===== src/hdl/merc_pkg.sv =====
// ----------------------------------------------------------------------------
// merc_pkg
// Shared types and constants of the echo ranging controller.
// ----------------------------------------------------------------------------
package merc_pkg;

   localparam int NUM_CHANNELS_DEF = 3;
   localparam int DIST_WIDTH_DEF   = 16;
   localparam int MAX_CHANNELS     = 3;

   localparam int SLOT_W   = 25;
   localparam int PULSE_W  = 16;
   localparam int WIN_W    = 16;
   localparam int ECHO_W   = 3;
   localparam int CH_W     = 2;
   localparam int OUT_DIST_W = 16;
   localparam int CFG_ADDR_W = 3;
   localparam int CFG_DATA_W = 25;

   // ticks to mm: 343000 mm/s * 25 ns / 2, 16 fraction bits
   localparam int MM_FACTOR_W = 9;
   localparam logic [MM_FACTOR_W-1:0] MM_FACTOR = 9'd281;
   localparam int MM_FRAC  = 16;
   localparam int PROD_W   = SLOT_W + MM_FACTOR_W;
   localparam int MM_W     = PROD_W - MM_FRAC;

   localparam logic [SLOT_W-1:0] ECHO_MAX = {SLOT_W{1'b1}};

   localparam logic [CFG_ADDR_W-1:0] REG_SLOT_TICKS  = 3'd0;
   localparam logic [CFG_ADDR_W-1:0] REG_PULSE_TICKS = 3'd1;
   localparam logic [CFG_ADDR_W-1:0] REG_WIN0_LOW    = 3'd2;
   localparam logic [CFG_ADDR_W-1:0] REG_WIN0_HIGH   = 3'd3;
   localparam logic [CFG_ADDR_W-1:0] REG_WIN1_LOW    = 3'd4;
   localparam logic [CFG_ADDR_W-1:0] REG_WIN1_HIGH   = 3'd5;
   localparam logic [CFG_ADDR_W-1:0] REG_WIN2_LOW    = 3'd6;
   localparam logic [CFG_ADDR_W-1:0] REG_WIN2_HIGH   = 3'd7;

   typedef enum logic [3:0] {
      PH_ARM   = 4'b0001,
      PH_PULSE = 4'b0010,
      PH_ECHO  = 4'b0100,
      PH_HOLD  = 4'b1000
   } phase_type;

   typedef struct packed {
      logic [SLOT_W-1:0]                     slot_ticks;
      logic [PULSE_W-1:0]                    pulse_ticks;
      logic [MAX_CHANNELS-1:0][WIN_W-1:0]    win_low;
      logic [MAX_CHANNELS-1:0][WIN_W-1:0]    win_high;
   } cfg_type;

   // first field in the highest bits
   typedef struct packed {
      logic [OUT_DIST_W-1:0] distance_mm;
      logic [CH_W-1:0]       active_channel;
      logic                  slot_timed_out;
      logic                  measure_done;
      logic                  motor_on;
      logic [ECHO_W-1:0]     trigger_levels;
   } result_type;

endpackage


===== src/hdl/merc_cfg_regs.sv =====
// ----------------------------------------------------------------------------
// merc_cfg_regs
// Configuration register file: slot and pulse lengths, channel windows.
// ----------------------------------------------------------------------------
module merc_cfg_regs
   import merc_pkg::*;
(
   input  logic                  clock,
   input  logic                  reset,
   input  logic                  csr_we,
   input  logic [CFG_ADDR_W-1:0] csr_addr,
   input  logic [CFG_DATA_W-1:0] csr_wdata,
   output cfg_type               cfg
);

   cfg_type cfg_ff;

   always_ff @(posedge clock) begin
      if (reset) begin
         cfg_ff.slot_ticks  <= 25'd20000000;
         cfg_ff.pulse_ticks <= 16'd400;
         cfg_ff.win_low[0]  <= 16'd250;
         cfg_ff.win_high[0] <= 16'd375;
         cfg_ff.win_low[1]  <= 16'd50;
         cfg_ff.win_high[1] <= 16'd280;
         cfg_ff.win_low[2]  <= 16'd315;
         cfg_ff.win_high[2] <= 16'd400;
      end else if (csr_we) begin
         case (csr_addr)
            REG_SLOT_TICKS:  cfg_ff.slot_ticks  <= csr_wdata[SLOT_W-1:0];
            REG_PULSE_TICKS: cfg_ff.pulse_ticks <= csr_wdata[PULSE_W-1:0];
            REG_WIN0_LOW:    cfg_ff.win_low[0]  <= csr_wdata[WIN_W-1:0];
            REG_WIN0_HIGH:   cfg_ff.win_high[0] <= csr_wdata[WIN_W-1:0];
            REG_WIN1_LOW:    cfg_ff.win_low[1]  <= csr_wdata[WIN_W-1:0];
            REG_WIN1_HIGH:   cfg_ff.win_high[1] <= csr_wdata[WIN_W-1:0];
            REG_WIN2_LOW:    cfg_ff.win_low[2]  <= csr_wdata[WIN_W-1:0];
            REG_WIN2_HIGH:   cfg_ff.win_high[2] <= csr_wdata[WIN_W-1:0];
            default: ;
         endcase
      end
   end

   assign cfg = cfg_ff;

endmodule


===== src/hdl/merc_range_core.sv =====
// ----------------------------------------------------------------------------
// merc_range_core
// Slot sequencer, trigger pulse, echo timing and distance conversion.
// ----------------------------------------------------------------------------
module merc_range_core
   import merc_pkg::*;
#(
   parameter int NUM_CHANNELS = NUM_CHANNELS_DEF,
   parameter int DIST_WIDTH   = DIST_WIDTH_DEF
)
(
   input  logic              clock,
   input  logic              reset,
   input  logic              step,
   input  logic [ECHO_W-1:0] echo_levels,
   input  cfg_type           cfg,
   output result_type        result
);

   localparam int CMP_W = (DIST_WIDTH > WIN_W) ? DIST_WIDTH : WIN_W;
   localparam logic [CH_W-1:0] LAST_CH = CH_W'(NUM_CHANNELS - 1);

   logic [CH_W-1:0]       cur_ch_ff, cur_ch_in;
   phase_type             phase_ff, phase_in;
   logic [SLOT_W-1:0]     slot_cnt_ff, slot_cnt_in;
   logic [PULSE_W-1:0]    pulse_cnt_ff, pulse_cnt_in;
   logic [SLOT_W-1:0]     echo_cnt_ff, echo_cnt_in;
   logic [ECHO_W-1:0]     prev_echo_ff;
   logic                  echo_seen_ff, echo_seen_in;
   logic [DIST_WIDTH-1:0] range_ff [MAX_CHANNELS];
   logic [DIST_WIDTH-1:0] range_in [MAX_CHANNELS];
   logic                  motor_ff, motor_in;

   logic [CH_W-1:0]       ch;
   logic [ECHO_W-1:0]     diff;
   logic                  edge_hit;
   logic [PROD_W-1:0]     prod;
   logic [MM_W-1:0]       mm;
   logic [DIST_WIDTH-1:0] dist_sat;
   logic                  hit;
   logic [ECHO_W-1:0]     trig;
   logic                  done;
   logic                  tmo;

   always_comb begin
      int c;
      ch        = (cur_ch_ff > LAST_CH) ? '0 : cur_ch_ff;
      diff      = (echo_levels ^ prev_echo_ff) >> ch;
      edge_hit  = diff[0];
      phase_in     = phase_ff;
      pulse_cnt_in = pulse_cnt_ff;
      echo_seen_in = echo_seen_ff;
      echo_cnt_in  = echo_cnt_ff;
      slot_cnt_in  = slot_cnt_ff;
      cur_ch_in    = cur_ch_ff;
      motor_in     = motor_ff;
      range_in     = range_ff;
      trig = '0;
      done = 1'b0;
      tmo  = 1'b0;
      hit  = 1'b0;

      if (phase_in == PH_ARM) begin
         phase_in     = PH_PULSE;
         pulse_cnt_in = cfg.pulse_ticks;
         echo_seen_in = 1'b0;
      end

      if (echo_cnt_ff != ECHO_MAX) begin
         echo_cnt_in = echo_cnt_ff + 1'b1;
      end
      prod = PROD_W'(echo_cnt_in) * PROD_W'(MM_FACTOR);
      mm   = prod[PROD_W-1:MM_FRAC];
      if ((DIST_WIDTH < MM_W) && ((mm >> DIST_WIDTH) != '0)) begin
         dist_sat = '1;
      end else begin
         dist_sat = DIST_WIDTH'(mm);
      end

      case (phase_in)
         PH_PULSE: begin
            echo_cnt_in = echo_cnt_ff;
            if (pulse_cnt_in != '0) begin
               trig         = ECHO_W'(1) << ch;
               pulse_cnt_in = pulse_cnt_in - 1'b1;
            end else if (edge_hit) begin
               phase_in    = PH_ECHO;
               echo_cnt_in = '0;
            end
         end
         PH_ECHO: begin
            if (edge_hit) begin
               range_in[ch] = dist_sat;
               echo_seen_in = 1'b1;
               phase_in     = PH_HOLD;
               done         = 1'b1;
               for (c = 0; c < MAX_CHANNELS; c++) begin
                  if ((c < NUM_CHANNELS)
                      && (CMP_W'(range_in[c]) > CMP_W'(cfg.win_low[c]))
                      && (CMP_W'(range_in[c]) < CMP_W'(cfg.win_high[c]))) begin
                     hit = 1'b1;
                  end
               end
               motor_in = hit;
            end
         end
         default: begin
            echo_cnt_in = echo_cnt_ff;
         end
      endcase

      slot_cnt_in = slot_cnt_ff + 1'b1;
      if ((slot_cnt_in >= cfg.slot_ticks) || (slot_cnt_in == '0)) begin
         if (!echo_seen_in) begin
            range_in[ch] = '0;
            tmo          = 1'b1;
         end
         cur_ch_in    = (ch == LAST_CH) ? '0 : ch + 1'b1;
         phase_in     = PH_ARM;
         echo_seen_in = 1'b1;
         slot_cnt_in  = '0;
         pulse_cnt_in = '0;
      end

      result.trigger_levels = trig;
      result.motor_on       = motor_in;
      result.measure_done   = done;
      result.slot_timed_out = tmo;
      result.active_channel = ch;
      result.distance_mm    = OUT_DIST_W'(range_in[ch]);
   end

   always_ff @(posedge clock) begin
      if (reset) begin
         cur_ch_ff    <= '0;
         phase_ff     <= PH_ARM;
         slot_cnt_ff  <= '0;
         pulse_cnt_ff <= '0;
         echo_cnt_ff  <= '0;
         prev_echo_ff <= '0;
         echo_seen_ff <= 1'b1;
         motor_ff     <= 1'b0;
         for (int i = 0; i < MAX_CHANNELS; i++) begin
            range_ff[i] <= '0;
         end
      end else if (step) begin
         cur_ch_ff    <= cur_ch_in;
         phase_ff     <= phase_in;
         slot_cnt_ff  <= slot_cnt_in;
         pulse_cnt_ff <= pulse_cnt_in;
         echo_cnt_ff  <= echo_cnt_in;
         prev_echo_ff <= echo_levels;
         echo_seen_ff <= echo_seen_in;
         motor_ff     <= motor_in;
         range_ff     <= range_in;
      end
   end

endmodule


===== src/hdl/merc_out_skid.sv =====
// ----------------------------------------------------------------------------
// merc_out_skid
// Two-entry result buffer between the core and the result channel.
// ----------------------------------------------------------------------------
module merc_out_skid
   import merc_pkg::*;
(
   input  logic       clock,
   input  logic       reset,
   input  logic       in_valid,
   output logic       in_ready,
   input  result_type in_item,
   output logic       out_valid,
   input  logic       out_ready,
   output result_type out_item
);

   result_type head_ff, tail_ff;
   logic [1:0] cnt_ff;
   logic       push, pop;

   assign in_ready  = (cnt_ff != 2'd2);
   assign out_valid = (cnt_ff != 2'd0);
   assign out_item  = head_ff;
   assign push      = in_valid && in_ready;
   assign pop       = out_valid && out_ready;

   always_ff @(posedge clock) begin
      if (reset) begin
         cnt_ff <= '0;
      end else if (push && !pop) begin
         cnt_ff <= cnt_ff + 1'b1;
      end else if (pop && !push) begin
         cnt_ff <= cnt_ff - 1'b1;
      end
   end

   always_ff @(posedge clock) begin
      if (push && pop) begin
         if (cnt_ff == 2'd1) begin
            head_ff <= in_item;
         end else begin
            head_ff <= tail_ff;
            tail_ff <= in_item;
         end
      end else if (pop) begin
         head_ff <= tail_ff;
      end else if (push) begin
         if (cnt_ff == 2'd0) begin
            head_ff <= in_item;
         end else begin
            tail_ff <= in_item;
         end
      end
   end

endmodule


===== src/hdl/multi_channel_echo_ranging_controller_core.sv =====
// ----------------------------------------------------------------------------
// multi_channel_echo_ranging_controller_core
// Ultrasonic time-of-flight ranging over up to three sensors in turn.
//
//   channel  dir  handshake            payload
//   req_     in   tvalid / tready      tdata[2:0] echo_levels
//   rsp_     out  tvalid / tready      tdata[23:0] result fields
//   csr_     in   we (no wait)         addr[2:0], wdata[24:0]
//
// One item per clock while req_tready is high; its result sits in the output buffer on the next cycle.
// All state updates in a single registered pass per item.
// Synchronous reset clears every counter and the stored distances at once.
// req_tready drops only while both output buffer entries are occupied.
// ----------------------------------------------------------------------------
module multi_channel_echo_ranging_controller_core
   import merc_pkg::*;
#(
   parameter int NUM_CHANNELS = NUM_CHANNELS_DEF,
   parameter int DIST_WIDTH   = DIST_WIDTH_DEF
)
(
   input  logic                  clock,
   input  logic                  reset,
   // fields from bit 0: echo_levels[2:0], zero fill
   input  logic [7:0]            req_tdata,
   input  logic                  req_tvalid,
   output logic                  req_tready,
   // fields from bit 0: trigger_levels[2:0], motor_on, measure_done,
   // slot_timed_out, active_channel[1:0], distance_mm[15:0]
   output logic [23:0]           rsp_tdata,
   output logic                  rsp_tvalid,
   input  logic                  rsp_tready,
   input  logic                  csr_we,
   input  logic [CFG_ADDR_W-1:0] csr_addr,
   input  logic [CFG_DATA_W-1:0] csr_wdata
);

   cfg_type    cfg;
   result_type core_result;
   result_type out_item;
   logic       step;

   assign step = req_tvalid && req_tready;

   merc_cfg_regs u_cfg (
      .clock     (clock),
      .reset     (reset),
      .csr_we    (csr_we),
      .csr_addr  (csr_addr),
      .csr_wdata (csr_wdata),
      .cfg       (cfg)
   );

   merc_range_core #(
      .NUM_CHANNELS (NUM_CHANNELS),
      .DIST_WIDTH   (DIST_WIDTH)
   ) u_core (
      .clock       (clock),
      .reset       (reset),
      .step        (step),
      .echo_levels (req_tdata[ECHO_W-1:0]),
      .cfg         (cfg),
      .result      (core_result)
   );

   merc_out_skid u_skid (
      .clock     (clock),
      .reset     (reset),
      .in_valid  (req_tvalid),
      .in_ready  (req_tready),
      .in_item   (core_result),
      .out_valid (rsp_tvalid),
      .out_ready (rsp_tready),
      .out_item  (out_item)
   );

   assign rsp_tdata = out_item;

endmodule


===== config.mk =====
export PLATFORM = sky130hd
export DESIGN_NAME = multi_channel_echo_ranging_controller_core
export DESIGN_NICKNAME = d
export VERILOG_FILES = /design/src/hdl/merc_pkg.sv /design/src/hdl/merc_cfg_regs.sv /design/src/hdl/merc_range_core.sv /design/src/hdl/merc_out_skid.sv /design/src/hdl/multi_channel_echo_ranging_controller_core.sv
export SDC_FILE = /design/constraint.sdc
export NUM_CORES = 1
export LEC_CHECK = 0
export ABC_CLOCK_PERIOD_IN_PS = 8850
export CORE_UTILIZATION = 58
export CTS_CLUSTER_DIAMETER = 60
export CTS_CLUSTER_SIZE = 16
export DETAILED_ROUTE_END_ITERATION = 16
export DONT_BUFFER_PORTS = 1
export HOLD_SLACK_MARGIN = 0.15
export PLACE_DENSITY = 0.76
export REMOVE_ABC_BUFFERS = 1
export SETUP_SLACK_MARGIN = 0.4
export SLEW_MARGIN = 20
export SYNTH_ARGS = -nofsm -noshare
export SYNTH_HDL_FRONTEND = slang
export SYNTH_SLANG_ARGS = --single-unit

===== constraint.sdc =====
create_clock -name clock -period 8.85 [get_ports clock]
set_input_delay 0.885 -clock clock [delete_from_list [all_inputs] [get_ports clock]]
set_output_delay 0.885 -clock clock [all_outputs]
set_load 0.05 [all_outputs]

==> out/qor.tcl <==
set qor(run_status) {finished clean}
set qor(first_global_vias) 19270
set qor(synth.lib_cells_used.distinct) 93
set qor(p_total_uw) 3783
set qor(post_drt_wl_per_cell_um) 19.72
set qor(placement.io_buffers) 0
set qor(synthDominantCellAreaShare_pct) 24.34
set qor(async_sr_flop_fraction_pct) 0
set qor(cap_violations) 0
set qor(synth.area.top_cells) {sky130_fd_sc_hd__dfxtp_1, sky130_fd_sc_hd__ha_1, sky130_fd_sc_hd__nand2_1}
set qor(root_buffer) {sky130_fd_sc_hd__clkbuf_16}
set qor(syn2layout_area_growth_pct) 17.06
set qor(synth_top_cells_by_count) {sky130_fd_sc_hd__nand2_1, sky130_fd_sc_hd__nor2_1, sky130_fd_sc_hd__dfxtp_1}
set qor(violation_count_after_the_first_detailed_routing_iteration) 2045
set qor(die-width_um) 195.5
set qor(detail-route-antenna-nets) 0
set qor(pin_count) 67
set qor(cpMaxStageDelayCell) {sky130_fd_sc_hd__fa_1}
set qor(static-leakage-power_uw) 0.01124
set qor(finalHoldViolCount) 0
set qor(routabilityCongestion) 1.021
set qor(detailedRoute.firstPassIterationCount) 9
set qor(cell_count_after_placement) 3267
set qor(place_hpwl_um) 46770
set qor(syn_area_sq_um) 21710
set qor(cts_max_path_buffers) 3
set qor(finalMaxSlewViolations) 0
set qor(timing.critical_path.arrival_ps) 8610
set qor(vias) 20610
set qor(grt_overflow_total) 0
set qor(cp_max_fo) 7
set qor(synth_top_cell_by_area) {sky130_fd_sc_hd__dfxtp_1}
set qor(grt_start_max_net_pins) 247
set qor(clk-insertion-delay-late_ps) 590
set qor(worst-setup-path-type) {flop to flop}
set qor(worst_hold_path_type) {primary input to flop}
set qor(finalCoreUtilization_pct) 69.26
set qor(power_per_cell_area_nw_per_um2) 148.8
set qor(grt_usage_pct) 33.33
set qor(post-route-worst-setup-slack_ps) 590.1
set qor(synth_area_per_cell_sq_um) 7.918
set qor(timing.final.crit_share_pct) 93.33
set qor(synthesis.instances) 2742
set qor(dominantRegCellSynth) {sky130_fd_sc_hd__dfxtp_1}
set qor(dp_slack_ps) 84.73
set qor(routed_wirelength_um) 66090
set qor(setup.worst_path.start_class) {flop}
set qor(setup-tns-final_ps) 0
set qor(clock-skew-final_ps) 13.65
set qor(finish.cell_count_without_fillers) 3351
set qor(clock_pin_slew_of_the_registers_on_the_worst_case_setup_and_hold_paths_ps) 70
set qor(die-area_sq_um) 38210
set qor(clock.fmax_ghz) 0.1211
set qor(ys.warnings.count) 0
set qor(cts_inserted_buffers) 30
set qor(die-height_um) 195.5
set qor(layout_min_cycle_time_ps) 8260
set qor(grt_setup_unrepaired) {no}
set qor(drt_drc_violations_left) 0
set qor(ys_seq_elements) 312
set qor(critPathMaxStageDelay_ps) 520
set qor(drive_above_1_share_pct) 16.69
set qor(antenna_found_initial) 0
set qor(timing.final.setup_violations) 0
set qor(start_util_pct) 59.16
set qor(worstMarginPinSlew_ps) 1118
set qor(critPathMostFrequentCell) {sky130_fd_sc_hd__buf_4}
set qor(cts_tree) {done}
set qor(worst_ep_required_time_ps) 9200
set qor(end_kind) {flop}
set qor(grt_pass1_wl_um) 101700
set qor(design.final.nets) 3161
set qor(placementRows) 70
set qor(synth_seq_area_share_pct) 30.98
set qor(yosys.cell_count.top_type) {sky130_fd_sc_hd__nand2_1}
set qor(cts_htree_levels) 1
set qor(slew_headroom_pct) 25.21
set qor(power.ir.vdd_worst_v) 0.0001430
set qor(placeableCoreArea_sq_um) 36700
set qor(tritoncts_num_sinks) 312
set qor(synth_edf_count) 48
set qor(cts-hold-fix-buffers) 0
set qor(via_per_inst) 6.149
==> per-stage QoR <==
step                      hold WS [ps]  area [sq um]
final                            399.4         25420
after global routing             375.9         25410
after CTS                        374.4         24490
after detailed placement         443.8         23250
after global placement           438.8         23250
after floorplan                  426.2         21120
==> what timing repair did <==
action | in CTS | in global routing
gates resized for setup | 35 | 145
buffers inserted | 7 | 22
pin swaps | 9 | 64
setup endpoints to repair | 3 | 3
==> metal layers <==
| metal | global-route usage, % | routed length, um |
|---|---|---|
| met1 | 44.44 | 27710 |
| met2 | 52.53 | 29400 |
| met3 | 5.751 | 5687 |
| met4 | 15.60 | 3287 |
| met5 | 0 | 0 |
==> critical path: cells and delay by family (launching register included) <==
kind | cells | cell delay (ps)
XOR/XNOR | 1 | 140
multiplexers | 1 | 90
AO/OA/AOI/OAI | 9 | 1890
adder cells (fa/ha/maj) | 6 | 2220
buffers and inverters | 11 | 1490
flip-flops | 1 | 360
AND/OR/NAND/NOR | 13 | 1840
==> worst paths after layout <==
path | start | endpoint | slack [ps] | depth (start not counted)
min reg2reg | u_core.pulse_cnt_ff[1]$_SDFFE_PP0P_ | u_core.pulse_cnt_ff[1]$_SDFFE_PP0P_ | 450 | 2
min | reset | u_cfg.cfg[130]$_SDFFE_PP0P_ | 400 | 1
max reg2reg | u_core.echo_cnt_ff[1]$_SDFFE_PP0P_ | u_skid.out_item[3]$_DFFE_PP_ | 590 | 41
max | u_core.echo_cnt_ff[1]$_SDFFE_PP0P_ | u_skid.out_item[3]$_DFFE_PP_ | 590 | 41
==> layout make-up <==
class	instances	area, sq um
inverter	252	945.9
tap	468	585.6
antenna	1	2.502
timing repair buffer	231	1764
sequential	312	6748
clock buffer	35	800.8
clock inverter	19	249.0
fill	2828	11280
multi-input combinational	2033	14320
==> report_power, final <==
group | internal (uW) | switching, uW | leakage [uW]
Combinational | 193 | 359 | 0.00814
Sequential | 1580 | 254 | 0.00261
Clock | 777 | 616 | 0.000497
==> registers in the layout, summed over array words and instances (netlist names) <==
| signal | count |
|---|---|
| u_skid.cnt_ff | 2 |
| u_skid.out_item | 24 |
| u_core.prev_echo_ff | 3 |
| u_core.phase_ff | 4 |
| u_core.motor_ff | 1 |
| u_skid.tail_ff | 24 |
| u_core.pulse_cnt_ff | 16 |
| u_core.range_ff | 48 |
| u_core.cur_ch_ff | 2 |
| u_core.echo_seen_ff | 1 |
| u_core.echo_cnt_ff | 25 |
| u_core.slot_cnt_ff | 25 |
| u_cfg.cfg | 137 |
==> kinds of logic after synthesis <==
family / after synthesis / share of synthesized area [%]
simple gates: 1010 / 21.49
mux: 33 / 1.648
flops: 312 / 30.98
buf+inv: 397 / 7.071
fa+ha+maj: 260 / 16.37
compound gates: 644 / 18.94
xor+xnor: 86 / 3.504
==> placed cells by master, fill, tap and decap left out, types with 16 or more instances in the layout <==
master                      netlist  layout
sky130_fd_sc_hd__a21oi_2          3      24
sky130_fd_sc_hd__a21o_1          35      34
sky130_fd_sc_hd__nor3_1          42      39
sky130_fd_sc_hd__nand3b_1        23      23
sky130_fd_sc_hd__a211oi_1        22      18
sky130_fd_sc_hd__a2bb2oi_1       16      16
sky130_fd_sc_hd__inv_1          250     249
sky130_fd_sc_hd__fa_1            40      40
sky130_fd_sc_hd__xnor2_1         57      43
sky130_fd_sc_hd__a31oi_1         20      17
sky130_fd_sc_hd__ha_4             0      17
sky130_fd_sc_hd__a22oi_1         53      53
sky130_fd_sc_hd__clkbuf_16        0      31
sky130_fd_sc_hd__edfxtp_1        48      48
sky130_fd_sc_hd__nand3_1         53      48
sky130_fd_sc_hd__nor2_1         309     292
sky130_fd_sc_hd__nand2_1        390     384
sky130_fd_sc_hd__a211o_1         33      33
sky130_fd_sc_hd__o21ai_0         95      84
sky130_fd_sc_hd__a21oi_1        261     239
sky130_fd_sc_hd__buf_4            0     223
sky130_fd_sc_hd__mux2_2          19      19
sky130_fd_sc_hd__dfxtp_1        264     253
sky130_fd_sc_hd__nand4_1         33      33
sky130_fd_sc_hd__or3_1           19      18
sky130_fd_sc_hd__nand2b_1        23      23
sky130_fd_sc_hd__xor2_1          28      25
sky130_fd_sc_hd__nor2b_1         17      16
sky130_fd_sc_hd__ha_1           220     202
(Power assumes the default switching activity.)
